$ cat config.mk
export PLATFORM = sky130hd
export DESIGN_NAME = http_byte_range_parser_flat
export DESIGN_NICKNAME = d
export VERILOG_FILES = /design/src/sv/hbr_pkg.sv /design/src/sv/hbr_in_if.sv /design/src/sv/hbr_out_if.sv /design/src/sv/hbr_front.sv /design/src/sv/hbr_queue.sv /design/src/sv/hbr_back.sv /design/src/sv/http_byte_range_parser.sv /design/src/flat_wrapper.sv
export SDC_FILE = /design/constraint.sdc
export NUM_CORES = 1
export LEC_CHECK = 0
export BUFFER_PORTS_ARGS = -buffer_cell sky130_fd_sc_hd__buf_2
export CAP_MARGIN = 20
export CORE_MARGIN = 10
export CORE_UTILIZATION = 26
export CTS_CLUSTER_DIAMETER = 100
export DETAILED_ROUTE_END_ITERATION = 16
export SLEW_MARGIN = 15
export SYNTH_ARGS = -nofsm -noshare
export SYNTH_HDL_FRONTEND = slang
export SYNTH_SLANG_ARGS = --single-unit
$ cat constraint.sdc
create_clock -name i_clk -period 10.55 [get_ports i_clk]
set_input_delay 0 -clock i_clk [delete_from_list [all_inputs] [get_ports i_clk]]
set_output_delay 0 -clock i_clk [all_outputs]
set_load 0.01 [all_outputs]
$ cat src/sv/hbr_pkg.sv
// Package for the HTTP byte-range parser: status codes, character constants,
// the "bytes=" prefix table and the header summary handed from front to back.
// No dependencies.
`timescale 1ns / 1ps
`default_nettype none

package hbr_pkg;

    // Widths fixed by the channel payloads
    localparam int SIZE_BITS = 48;
    localparam int BYTE_BITS = 8;

    // Depth of the summary queue between parser front and verdict back
    localparam int QUEUE_DEPTH = 2;

    // Prefix handling
    localparam logic [2:0] PREFIX_LEN = 3'd6;

    // Dash count saturates here
    localparam logic [1:0] DASH_MAX = 2'd2;

    // Characters of interest
    localparam logic [BYTE_BITS-1:0] CHAR_COMMA = 8'h2C;
    localparam logic [BYTE_BITS-1:0] CHAR_DASH  = 8'h2D;
    localparam logic [BYTE_BITS-1:0] CHAR_ZERO  = 8'h30;
    localparam logic [BYTE_BITS-1:0] CHAR_NINE  = 8'h39;

    typedef enum logic [1:0] {
        ST_NONE      = 2'd0,
        ST_VALID     = 2'd1,
        ST_MALFORMED = 2'd2,
        ST_UNSAT     = 2'd3
    } t_status;

    // Classified header, one per end of header
    typedef struct packed {
        logic any_byte;
        logic hdr_ok;        // full prefix matched and no comma
        logic dash_one;
        logic start_present;
        logic start_bad;
        logic end_present;
        logic end_bad;
    } t_hdr_flags;

    // Expected character of "bytes=" at a given position
    function automatic logic [BYTE_BITS-1:0] prefix_char(input logic [2:0] idx);
        logic [BYTE_BITS-1:0] c;
        case (idx)
            3'd0:    c = 8'h62;  // b
            3'd1:    c = 8'h79;  // y
            3'd2:    c = 8'h74;  // t
            3'd3:    c = 8'h65;  // e
            3'd4:    c = 8'h73;  // s
            3'd5:    c = 8'h3D;  // =
            default: c = 8'h00;
        endcase
        return c;
    endfunction

endpackage

`default_nettype wire

$ cat src/sv/hbr_in_if.sv
// Input channel of the byte-range parser: at most one header character per transaction.
// Depends on hbr_pkg.
`timescale 1ns / 1ps
`default_nettype none

interface hbr_in_if import hbr_pkg::*; ();
    logic                  valid;
    logic                  ready;
    logic [BYTE_BITS-1:0]  header_byte;
    logic                  has_byte;
    logic                  end_of_header;
    logic [SIZE_BITS-1:0]  file_size;

    modport source (output valid, header_byte, has_byte, end_of_header, file_size,
                    input ready);
    modport sink   (input valid, header_byte, has_byte, end_of_header, file_size,
                    output ready);
endinterface

`default_nettype wire

$ cat src/sv/hbr_out_if.sv
// Output channel of the byte-range parser: one verdict per transaction.
// Depends on hbr_pkg.
`timescale 1ns / 1ps
`default_nettype none

interface hbr_out_if import hbr_pkg::*; ();
    logic                  valid;
    logic                  ready;
    logic [1:0]            status;
    logic [SIZE_BITS-1:0]  range_first;
    logic [SIZE_BITS-1:0]  range_last;

    modport source (output valid, status, range_first, range_last, input ready);
    modport sink   (input valid, status, range_first, range_last, output ready);
endinterface

`default_nettype wire

$ cat src/sv/hbr_front.sv
// Parser front: takes header characters, tracks prefix, comma and dash, and
// accumulates the two decimal numbers; pushes a summary at end of header.
// Depends on hbr_pkg and hbr_in_if.
`timescale 1ns / 1ps
`default_nettype none

module hbr_front import hbr_pkg::*; #(
    parameter int POSITION_BITS = 48
) (
    input  wire logic                      i_clk,
    input  wire logic                      i_rst_n,
    hbr_in_if.sink                         i_in,
    input  wire logic                      i_q_full,
    output      logic                      o_push,
    output      t_hdr_flags                o_flags,
    output      logic [POSITION_BITS-1:0]  o_start,
    output      logic [POSITION_BITS-1:0]  o_end,
    output      logic [SIZE_BITS-1:0]      o_size,
    output      logic [SIZE_BITS-1:0]      o_size_m1
);

    logic [2:0]               r_pos,           n_pos;
    logic                     r_mismatch,      n_mismatch;
    logic                     r_any,           n_any;
    logic                     r_comma,         n_comma;
    logic [1:0]               r_dash,          n_dash;
    logic [POSITION_BITS-1:0] r_start_val,     n_start_val;
    logic                     r_start_present, n_start_present;
    logic                     r_start_bad,     n_start_bad;
    logic [POSITION_BITS-1:0] r_end_val,       n_end_val;
    logic                     r_end_present,   n_end_present;
    logic                     r_end_bad,       n_end_bad;

    logic                     w_take;
    logic [BYTE_BITS-1:0]     w_c;
    logic                     w_is_digit;
    logic [3:0]               w_digit;
    logic [BYTE_BITS-1:0]     w_digit_full;
    logic [POSITION_BITS-1:0] w_acc;
    logic [POSITION_BITS+3:0] w_acc_ext;
    logic [POSITION_BITS+3:0] w_ten;
    logic                     w_ovf;

    assign i_in.ready = !i_q_full;
    assign w_take     = i_in.valid && i_in.ready && i_in.has_byte;
    assign o_push     = i_in.valid && i_in.ready && i_in.end_of_header;

    // Shared decimal accumulator: acc * 10 + digit, with overflow above the width
    assign w_c          = i_in.header_byte;
    assign w_is_digit   = (w_c >= CHAR_ZERO) && (w_c <= CHAR_NINE);
    assign w_digit_full = w_c - CHAR_ZERO;
    assign w_digit      = w_digit_full[3:0];
    assign w_acc        = (r_dash == 2'd0) ? r_start_val : r_end_val;
    assign w_acc_ext    = {4'b0, w_acc};
    assign w_ten        = (w_acc_ext << 3) + (w_acc_ext << 1)
                        + {{POSITION_BITS{1'b0}}, w_digit};
    assign w_ovf        = |w_ten[POSITION_BITS+3:POSITION_BITS];

    // Character classification and state update
    always_comb begin
        n_pos           = r_pos;
        n_mismatch      = r_mismatch;
        n_any           = r_any;
        n_comma         = r_comma;
        n_dash          = r_dash;
        n_start_val     = r_start_val;
        n_start_present = r_start_present;
        n_start_bad     = r_start_bad;
        n_end_val       = r_end_val;
        n_end_present   = r_end_present;
        n_end_bad       = r_end_bad;
        if (w_take) begin
            n_any = 1'b1;
            if (w_c == CHAR_COMMA) begin
                n_comma = 1'b1;
            end
            if (r_pos < PREFIX_LEN) begin
                if (w_c != prefix_char(r_pos)) begin
                    n_mismatch = 1'b1;
                end
                n_pos = r_pos + 3'd1;
            end else if (w_c == CHAR_DASH) begin
                if (r_dash != DASH_MAX) begin
                    n_dash = r_dash + 2'd1;
                end
            end else if (r_dash == 2'd0) begin
                n_start_present = 1'b1;
                if (!r_start_bad) begin
                    if (!w_is_digit || w_ovf) begin
                        n_start_bad = 1'b1;
                    end else begin
                        n_start_val = w_ten[POSITION_BITS-1:0];
                    end
                end
            end else if (r_dash == 2'd1) begin
                n_end_present = 1'b1;
                if (!r_end_bad) begin
                    if (!w_is_digit || w_ovf) begin
                        n_end_bad = 1'b1;
                    end else begin
                        n_end_val = w_ten[POSITION_BITS-1:0];
                    end
                end
            end
        end
    end

    // Summary of the header including the final character
    always_comb begin
        o_flags.any_byte      = n_any;
        o_flags.hdr_ok        = (n_pos == PREFIX_LEN) && !n_mismatch && !n_comma;
        o_flags.dash_one      = (n_dash == 2'd1);
        o_flags.start_present = n_start_present;
        o_flags.start_bad     = n_start_bad;
        o_flags.end_present   = n_end_present;
        o_flags.end_bad       = n_end_bad;
    end

    assign o_start   = n_start_val;
    assign o_end     = n_end_val;
    assign o_size    = i_in.file_size;
    assign o_size_m1 = i_in.file_size - {{(SIZE_BITS-1){1'b0}}, 1'b1};

    // Parser state, cleared after every header
    always_ff @(posedge i_clk) begin
        if (!i_rst_n || o_push) begin
            r_pos           <= '0;
            r_mismatch      <= 1'b0;
            r_any           <= 1'b0;
            r_comma         <= 1'b0;
            r_dash          <= '0;
            r_start_val     <= '0;
            r_start_present <= 1'b0;
            r_start_bad     <= 1'b0;
            r_end_val       <= '0;
            r_end_present   <= 1'b0;
            r_end_bad       <= 1'b0;
        end else begin
            r_pos           <= n_pos;
            r_mismatch      <= n_mismatch;
            r_any           <= n_any;
            r_comma         <= n_comma;
            r_dash          <= n_dash;
            r_start_val     <= n_start_val;
            r_start_present <= n_start_present;
            r_start_bad     <= n_start_bad;
            r_end_val       <= n_end_val;
            r_end_present   <= n_end_present;
            r_end_bad       <= n_end_bad;
        end
    end

endmodule

`default_nettype wire

$ cat src/sv/hbr_queue.sv
// Small FIFO that holds header summaries between parser front and verdict back.
// Depends on hbr_pkg only through the widths chosen by its parent.
`timescale 1ns / 1ps
`default_nettype none

module hbr_queue #(
    parameter int WIDTH = 8,
    parameter int DEPTH = 2
) (
    input  wire logic             i_clk,
    input  wire logic             i_rst_n,
    input  wire logic             i_push,
    input  wire logic [WIDTH-1:0] i_data,
    output      logic             o_full,
    input  wire logic             i_pop,
    output      logic [WIDTH-1:0] o_data,
    output      logic             o_empty
);

    localparam int AW = (DEPTH > 1) ? $clog2(DEPTH) : 1;
    localparam int CW = $clog2(DEPTH + 1);

    logic [WIDTH-1:0] r_mem [DEPTH];
    logic [AW-1:0]    r_wr_ptr;
    logic [AW-1:0]    r_rd_ptr;
    logic [CW-1:0]    r_count;

    assign o_full  = (r_count == CW'(DEPTH));
    assign o_empty = (r_count == '0);
    assign o_data  = r_mem[r_rd_ptr];

    // Storage
    always_ff @(posedge i_clk) begin
        if (i_push) begin
            r_mem[r_wr_ptr] <= i_data;
        end
    end

    // Pointers and fill level
    always_ff @(posedge i_clk) begin
        if (!i_rst_n) begin
            r_wr_ptr <= '0;
            r_rd_ptr <= '0;
            r_count  <= '0;
        end else begin
            if (i_push) begin
                r_wr_ptr <= (r_wr_ptr == AW'(DEPTH - 1)) ? '0 : r_wr_ptr + AW'(1);
            end
            if (i_pop) begin
                r_rd_ptr <= (r_rd_ptr == AW'(DEPTH - 1)) ? '0 : r_rd_ptr + AW'(1);
            end
            if (i_push && !i_pop) begin
                r_count <= r_count + CW'(1);
            end else if (i_pop && !i_push) begin
                r_count <= r_count - CW'(1);
            end
        end
    end

endmodule

`default_nettype wire

$ cat src/sv/hbr_back.sv
// Verdict back end: compares the parsed numbers with the file size, then
// decides status and range into the output register.
// Depends on hbr_pkg and hbr_out_if.
`timescale 1ns / 1ps
`default_nettype none

module hbr_back import hbr_pkg::*; #(
    parameter int POSITION_BITS = 48
) (
    input  wire logic                      i_clk,
    input  wire logic                      i_rst_n,
    input  wire logic                      i_q_empty,
    output      logic                      o_pop,
    input  wire t_hdr_flags                i_flags,
    input  wire logic [POSITION_BITS-1:0]  i_start,
    input  wire logic [POSITION_BITS-1:0]  i_end,
    input  wire logic [SIZE_BITS-1:0]      i_size,
    input  wire logic [SIZE_BITS-1:0]      i_size_m1,
    hbr_out_if.source                      o_out
);

    localparam int CW = (POSITION_BITS > SIZE_BITS) ? POSITION_BITS : SIZE_BITS;

    typedef struct packed {
        logic size_zero;
        logic start_ge_size;
        logic end_lt_start;
        logic end_lt_sm1;
        logic end_lt_size;
        logic end_zero;
    } t_cmp;

    // Stage A: comparisons
    logic                     r_a_valid;
    t_hdr_flags               r_a_flags;
    logic [POSITION_BITS-1:0] r_a_start;
    logic [POSITION_BITS-1:0] r_a_end;
    logic [SIZE_BITS-1:0]     r_a_size;
    logic [SIZE_BITS-1:0]     r_a_size_m1;
    t_cmp                     r_a_cmp;

    // Output register
    logic                     r_o_valid;
    t_status                  r_status,  n_status;
    logic [SIZE_BITS-1:0]     r_first,   n_first;
    logic [SIZE_BITS-1:0]     r_last,    n_last;

    logic                     w_b_load;
    logic                     w_a_adv;
    logic [CW-1:0]            w_s, w_e, w_z, w_zm1;
    t_cmp                     w_cmp;
    logic [CW-1:0]            w_as_ext, w_ae_ext;
    logic [SIZE_BITS-1:0]     w_as48, w_ae48;
    logic [SIZE_BITS-1:0]     w_suffix;
    logic [SIZE_BITS-1:0]     w_suffix_first;

    // Pipeline flow control
    assign w_b_load = !r_o_valid || o_out.ready;
    assign w_a_adv  = !r_a_valid || w_b_load;
    assign o_pop    = !i_q_empty && w_a_adv;

    // Size comparisons on the queue head
    assign w_s   = CW'(i_start);
    assign w_e   = CW'(i_end);
    assign w_z   = CW'(i_size);
    assign w_zm1 = CW'(i_size_m1);

    always_comb begin
        w_cmp.size_zero     = (i_size == '0);
        w_cmp.start_ge_size = (w_s >= w_z);
        w_cmp.end_lt_start  = (w_e < w_s);
        w_cmp.end_lt_sm1    = (w_e < w_zm1);
        w_cmp.end_lt_size   = (w_e < w_z);
        w_cmp.end_zero      = (i_end == '0);
    end

    always_ff @(posedge i_clk) begin
        if (!i_rst_n) begin
            r_a_valid <= 1'b0;
        end else if (w_a_adv) begin
            r_a_valid <= o_pop;
        end
        if (o_pop) begin
            r_a_flags   <= i_flags;
            r_a_start   <= i_start;
            r_a_end     <= i_end;
            r_a_size    <= i_size;
            r_a_size_m1 <= i_size_m1;
            r_a_cmp     <= w_cmp;
        end
    end

    // Stage B: verdict in the checking order of the header rules
    assign w_as_ext       = CW'(r_a_start);
    assign w_ae_ext       = CW'(r_a_end);
    assign w_as48         = w_as_ext[SIZE_BITS-1:0];
    assign w_ae48         = w_ae_ext[SIZE_BITS-1:0];
    assign w_suffix       = r_a_cmp.end_lt_size ? w_ae48 : r_a_size;
    assign w_suffix_first = r_a_size - w_suffix;

    always_comb begin
        n_status = ST_MALFORMED;
        n_first  = '0;
        n_last   = '0;
        if (!r_a_flags.any_byte) begin
            n_status = ST_NONE;
            n_last   = r_a_cmp.size_zero ? '0 : r_a_size_m1;
        end else if (!r_a_flags.hdr_ok) begin
            n_status = ST_MALFORMED;
        end else if (r_a_cmp.size_zero) begin
            n_status = ST_UNSAT;
        end else if (!r_a_flags.dash_one) begin
            n_status = ST_MALFORMED;
        end else if (!r_a_flags.start_present) begin
            // suffix form: last N bytes
            if (r_a_flags.end_present && !r_a_flags.end_bad && !r_a_cmp.end_zero) begin
                n_status = ST_VALID;
                n_first  = w_suffix_first;
                n_last   = r_a_size_m1;
            end
        end else if (r_a_flags.start_bad) begin
            n_status = ST_MALFORMED;
        end else if (r_a_cmp.start_ge_size) begin
            n_status = ST_UNSAT;
        end else if (!r_a_flags.end_present) begin
            // open end
            n_status = ST_VALID;
            n_first  = w_as48;
            n_last   = r_a_size_m1;
        end else if (r_a_flags.end_bad) begin
            n_status = ST_MALFORMED;
        end else if (r_a_cmp.end_lt_start) begin
            n_status = ST_UNSAT;
        end else begin
            n_status = ST_VALID;
            n_first  = w_as48;
            n_last   = r_a_cmp.end_lt_sm1 ? w_ae48 : r_a_size_m1;
        end
    end

    always_ff @(posedge i_clk) begin
        if (!i_rst_n) begin
            r_o_valid <= 1'b0;
        end else if (w_b_load) begin
            r_o_valid <= r_a_valid;
        end
        if (w_b_load && r_a_valid) begin
            r_status <= n_status;
            r_first  <= n_first;
            r_last   <= n_last;
        end
    end

    assign o_out.valid       = r_o_valid;
    assign o_out.status      = r_status;
    assign o_out.range_first = r_first;
    assign o_out.range_last  = r_last;

endmodule

`default_nettype wire

$ cat src/sv/http_byte_range_parser.sv
// HTTP byte-range parser, top level.
//
// Usage: i_in carries the Range header one character per transaction
// (has_byte = 0 carries no character). The transaction with end_of_header = 1
// closes the header; file_size is sampled on it. o_out then gives one verdict:
// status (none, valid, malformed, unsatisfiable) with range_first/range_last.
// Headers without end_of_header give no output.
//
// Throughput: one input transaction per cycle while the summary queue is not
// full, headers back to back. The final transaction's summary passes through
// the summary queue, then the compare stage, then the output register.
// The parser updates its decimal accumulator with one multiply-by-ten add per
// character; the compare stage and the decision stage are each one register.
//
// Stalls: the output register, compare stage and a two-entry summary queue
// hold up to four verdicts; i_in.ready drops only when the queue is full.
// Reset (i_rst_n low, synchronous) empties the pipeline and clears the parser.
// Depends on hbr_pkg, hbr_in_if, hbr_out_if, hbr_front, hbr_queue, hbr_back.
`timescale 1ns / 1ps
`default_nettype none

module http_byte_range_parser import hbr_pkg::*; #(
    parameter int POSITION_BITS = 48
) (
    input  wire logic  i_clk,
    input  wire logic  i_rst_n,
    hbr_in_if.sink     i_in,
    hbr_out_if.source  o_out
);

    localparam int QW = $bits(t_hdr_flags) + 2 * POSITION_BITS + 2 * SIZE_BITS;

    logic                     w_push;
    logic                     w_pop;
    logic                     w_q_full;
    logic                     w_q_empty;
    t_hdr_flags               w_f_flags;
    logic [POSITION_BITS-1:0] w_f_start;
    logic [POSITION_BITS-1:0] w_f_end;
    logic [SIZE_BITS-1:0]     w_f_size;
    logic [SIZE_BITS-1:0]     w_f_size_m1;
    logic [QW-1:0]            w_q_wdata;
    logic [QW-1:0]            w_q_rdata;
    t_hdr_flags               w_q_flags;
    logic [POSITION_BITS-1:0] w_q_start;
    logic [POSITION_BITS-1:0] w_q_end;
    logic [SIZE_BITS-1:0]     w_q_size;
    logic [SIZE_BITS-1:0]     w_q_size_m1;

    // Parser front
    hbr_front #(
        .POSITION_BITS (POSITION_BITS)
    ) u_front (
        .i_clk     (i_clk),
        .i_rst_n   (i_rst_n),
        .i_in      (i_in),
        .i_q_full  (w_q_full),
        .o_push    (w_push),
        .o_flags   (w_f_flags),
        .o_start   (w_f_start),
        .o_end     (w_f_end),
        .o_size    (w_f_size),
        .o_size_m1 (w_f_size_m1)
    );

    // Summary queue
    assign w_q_wdata = {w_f_flags, w_f_start, w_f_end, w_f_size, w_f_size_m1};

    hbr_queue #(
        .WIDTH (QW),
        .DEPTH (QUEUE_DEPTH)
    ) u_queue (
        .i_clk   (i_clk),
        .i_rst_n (i_rst_n),
        .i_push  (w_push),
        .i_data  (w_q_wdata),
        .o_full  (w_q_full),
        .i_pop   (w_pop),
        .o_data  (w_q_rdata),
        .o_empty (w_q_empty)
    );

    assign {w_q_flags, w_q_start, w_q_end, w_q_size, w_q_size_m1} = w_q_rdata;

    // Verdict back end
    hbr_back #(
        .POSITION_BITS (POSITION_BITS)
    ) u_back (
        .i_clk     (i_clk),
        .i_rst_n   (i_rst_n),
        .i_q_empty (w_q_empty),
        .o_pop     (w_pop),
        .i_flags   (w_q_flags),
        .i_start   (w_q_start),
        .i_end     (w_q_end),
        .i_size    (w_q_size),
        .i_size_m1 (w_q_size_m1),
        .o_out     (o_out)
    );

    // Checks
    a_no_overflow: assert property (@(posedge i_clk) disable iff (!i_rst_n)
        w_push |-> !w_q_full)
        else $error("summary queue written while full");

    a_no_underflow: assert property (@(posedge i_clk) disable iff (!i_rst_n)
        w_pop |-> !w_q_empty)
        else $error("summary queue read while empty");

    a_valid_order: assert property (@(posedge i_clk) disable iff (!i_rst_n)
        (o_out.valid && (o_out.status == ST_VALID)) |->
            (o_out.range_first <= o_out.range_last))
        else $error("valid range with first past last");

endmodule

`default_nettype wire

$ cat src/flat_wrapper.sv
// flat-port wrapper written by rule: the top's interface ports become plain ports
module http_byte_range_parser_flat import hbr_pkg::*;
#(
    parameter int POSITION_BITS = 48
)
  (i_clk, i_rst_n, i_in_valid, i_in_header_byte, i_in_has_byte, i_in_end_of_header, i_in_file_size, i_in_ready, o_out_valid, o_out_status, o_out_range_first, o_out_range_last, o_out_ready);
  hbr_in_if i_in_i ();
  hbr_out_if o_out_i ();
  input  wire logic i_clk;
  input  wire logic i_rst_n;
  input wire logic [$bits(i_in_i.valid)-1:0] i_in_valid;
  input wire logic [$bits(i_in_i.header_byte)-1:0] i_in_header_byte;
  input wire logic [$bits(i_in_i.has_byte)-1:0] i_in_has_byte;
  input wire logic [$bits(i_in_i.end_of_header)-1:0] i_in_end_of_header;
  input wire logic [$bits(i_in_i.file_size)-1:0] i_in_file_size;
  output wire logic [$bits(i_in_i.ready)-1:0] i_in_ready;
  output wire logic [$bits(o_out_i.valid)-1:0] o_out_valid;
  output wire logic [$bits(o_out_i.status)-1:0] o_out_status;
  output wire logic [$bits(o_out_i.range_first)-1:0] o_out_range_first;
  output wire logic [$bits(o_out_i.range_last)-1:0] o_out_range_last;
  input wire logic [$bits(o_out_i.ready)-1:0] o_out_ready;
  assign i_in_i.valid = i_in_valid;
  assign i_in_i.header_byte = i_in_header_byte;
  assign i_in_i.has_byte = i_in_has_byte;
  assign i_in_i.end_of_header = i_in_end_of_header;
  assign i_in_i.file_size = i_in_file_size;
  assign i_in_ready = i_in_i.ready;
  assign o_out_valid = o_out_i.valid;
  assign o_out_status = o_out_i.status;
  assign o_out_range_first = o_out_i.range_first;
  assign o_out_range_last = o_out_i.range_last;
  assign o_out_i.ready = o_out_ready;
  http_byte_range_parser #(.POSITION_BITS(POSITION_BITS)) u_core (.i_clk(i_clk), .i_rst_n(i_rst_n), .i_in(i_in_i), .o_out(o_out_i));
endmodule
==> results by group <==
Status
  • Status: complete, no violations

Logic synthesis
  • Post-synth EDFFs: about 700
  • List of most frequent post-synthesis cells: edfxtp_1 (701), ha_1 (336), nand2_1 (326)
  • Cell type with the largest total area after synthesis: edfxtp_1
  • Syn Std Cell Area: between 0.04 and 0.05 mm2
  • Area fraction of the dominant cell type after synthesis: around 50%
  • Post-Syn Area per Cell: between 10 and 15 um2
  • Post-synth cell types: between 70 and 80
  • Area contributors post-synth: edfxtp_1 (50%), ha_1 (10%), dfxtp_1 (5.5%), mux2i_1 (4.9%), nand2_1 (2.9%)
  • Post-Synthesis Cells: between 3k and 4k
  • Share of flip-flops with an asynchronous set or reset: 0%
  • Count leader, synth: edfxtp_1
  • Register area share after synthesis: between 50 and 60%
  • Ys flop type: edfxtp_1
  • Syn nets: 3886
  • Flops & latches, synth: 816
  • Ys Warns: 0

Cells and area
  • Final instance area: around 0.05 mm2
  • Area growth, synth to finish: 16.29%
  • Finished Layout Cells: between 5k and 6k
  • Layout cell share with drive strength beyond 1: between 10% and 20%
  • Post-layout util: between 30% and 40%
  • Final Net Count: 4094

Worst setup path
  • Crit Path Max Fanout: 48
  • CP Depth: 16
  • CP Buf/Inv Count: 3
  • WP data arrival: 6.74 ns
  • Crit. End Element: flip-flop
  • Critical path class: reg -> reg
  • CP peak stage delay: approximately 0.70 ns
  • Crit Reg-Reg Startpoint: u_core.u_front.r_dash[1]
  • Worst path required time: 11.11 ns
  • CP cell instances: inv_1 -> ha_2 -> buf_4 -> mux2_2 -> fa_1 -> ha_1 -> a211oi_1 -> o21bai_1 -> a2111oi_0 -> o21ai_0 -> a41oi_1 -> o41ai_1 -> nor4_2 -> buf_4 -> nand2_1 -> nand2_1
  • Critical path launch point: u_core.u_front.r_dash[1]
  • Slowest CP cell: nor4_2
  • Reg2reg path depth: 16
  • Critical path launch point type: flip-flop
  • Delay-heaviest family, CP: compound AO/OA/AOI/OAI gates

GRT
  • First-pass GRT wire length: approximately 180 mm
  • Vias in the first global route: about 28k
  • Initial antenna violation count: 17
  • Largest net degree at the start of global routing: 150
  • GRT Overall Usage: 12.72%
  • Gr ovfl total: 0

Timing
  • Setup TNS: 0 ns
  • Final hold vios: 0
  • Period utilization: between 50% and 60%
  • Unrepaired setup endpoints after global routing: no
  • Worst rel slew slack: 22.39%
  • Max Slew Vio Count: 0
  • Clock skew: about 0.035 ns
  • Setup ws final: ~4.4 ns
  • F_max: about 160 MHz
  • Final hold slack: slightly below 0.04 ns
  • Worst Tran Pin Value: approximately 1.2 ns
  • Minimum clock period: about 6 ns
  • Final setup vio count: 0

Run
  • Max-cap violations: 0

Drt
  • Via count: approximately 28k
  • Number of DRC markers in iteration 0: around 2.3k
  • DRT antenna net count: 0
  • TritonRoute pass-1 iters: 5
  • WL/cell: about 20 um
  • Final WL: between 100 and 150 mm
  • DR DRC count: 0
  • Vias per inst: 4.797

Floorplanning
  • Core Area: around 0.16 mm2
  • Initial Utilization: 26.17%
  • Die H: roughly 420 um
  • Width of the die: between 400 and 500 um
  • Rows: 147
  • I/O pin cnt: ~160
  • Die ar.: about 0.18 mm2

Clock tree
  • CTS root buffer: clkbuf_16
  • Clk pin slew, worst setup/hold paths: about 0.060 ns
  • Worst skew pair latency: just under 0.7 ns
  • Worst-case clock buffer depth: 3
  • CTS tree: built
  • CTS H-Tree Depth: 3
  • CTS sink cnt: just over 800
  • Setup Buffers After CTS: 0
  • Cts bufs inserted: 83
  • Post-CTS Resized: 0

Power and ir drop
  • Internal power: roughly 7.7 mW
  • LEAKAGE: a little under 20 nW
  • VDD IR max: about 0.00015 V
  • Sequential share of power: between 30% and 40%
  • PwrDens: about 240 mW/mm2
  • Sw Ratio: 35.78%
  • Clock power share: between 20% and 30%
  • Final Power: between 10 and 15 mW
  • Switch Pwr: approximately 4.3 mW
  • Logic gate share of total power: between 30% and 40%

Placed design
  • Place WS: between 4 and 5 ns
  • Post-DP Area: ~0.045 mm2
  • DP HPWL: 87.76 mm
  • Routability cong.: 0.8556
  • Port bufs: about 160
  • Number of placed instances, taps included: ~5.7k

Worst hold path
  • Worst Hold Path Cells: 5
  • Hold Crit Start: i_in_header_byte[2]
  • HP Class: in -> reg
timing repair:
| action | CTS | global route |
|---|---|---|
| hold buffers | 58 | 0 |
| setup endpoints to repair | 0 | 0 |
| endpoints found under the hold margin | 223 | 0 |
tightest hold or removal path, delay by kind of cell:
family | cells | cell delay [ns]
and+or+nand+nor | 3 | 0.41
buffers and inverters | 1 | 0.16
muxes | 1 | 0.10
path summary, 6_finish.rpt:
kind / to / slack (ns)
max reg2reg: u_core.u_queue.r_mem[0][116] / 4.37
min: u_core.u_front.r_dash[1] / 0.04
max: u_core.u_queue.r_mem[0][116] / 4.37
min reg2reg: u_core.u_front.r_comma / 0.47
power groups by stage:
stage	clock [mW]	combinational (mW)	sequential [mW]
floorplan	0	2.95	4.61
global placement	0	4.18	4.58
detailed placement	0	4.25	4.58
CTS	3.20	4.29	4.52
global route	3.32	4.72	4.57
finish	3.13	4.30	4.52
layer usage:
layer,track usage [%],part of all wire [%],up-vias
li1,-,-,13480
met1,16.50,44,13960
met2,21.83,48,801
met3,1.778,5.1,172
met4,3.930,2.7,10
met5,0,0.051,-
cell usage in the layout (no fill, tap or decap), types with 126 or more instances in the layout:
| master | n |
|---|---|
| edfxtp_1 | 701 |
| ha_1 | 335 |
| nand2_1 | 325 |
| a21oi_1 | 229 |
| mux2i_1 | 205 |
| inv_1 | 192 |
| buf_2 | 161 |
| nor2_1 | 126 |
| a21o_1 | 126 |
layout make-up:
type / instances / area [um2]
multi-input combinational: 2345 / 17560
antenna: 3 / 7.507
clock inverter: 49 / 653.1
tap: 2160 / 2703
sequential: 816 / 23360
inverter: 193 / 732.0
clock buffer: 105 / 2220
fill: 16270 / 111800
timing repair buffer: 254 / 1687
state kept, by name (all words and copies together) (netlist names), 2 cells and up, named ones only:
signal / count
u_core.u_front.r_dash: 2
u_core.u_back.o_out.range_first: 48
u_core.u_back.r_a_size_m1: 48
u_core.u_back.o_out.range_last: 48
u_core.u_front.r_end_val: 48
u_core.u_queue.r_count: 2
u_core.u_back.r_a_start: 48
u_core.u_queue.r_mem: 398
u_core.u_back.r_a_cmp: 6
u_core.u_back.o_out.status: 2
u_core.u_back.r_a_flags: 7
u_core.u_back.r_a_end: 48
u_core.u_front.r_pos: 3
u_core.u_back.r_a_size: 48
u_core.u_front.r_start_val: 48
kinds of logic after synthesis:
kind of cell | count (synthesis) | synth area share [%]
compound gates | 727 | 11.27
flops | 816 | 55.51
xor+xnor | 136 | 2.832
mux | 312 | 7.742
simple gates | 831 | 9.572
fa+ha+maj | 339 | 10.14
buf+inv | 324 | 2.936
Note: power is estimated with default switching activity, not from simulation.
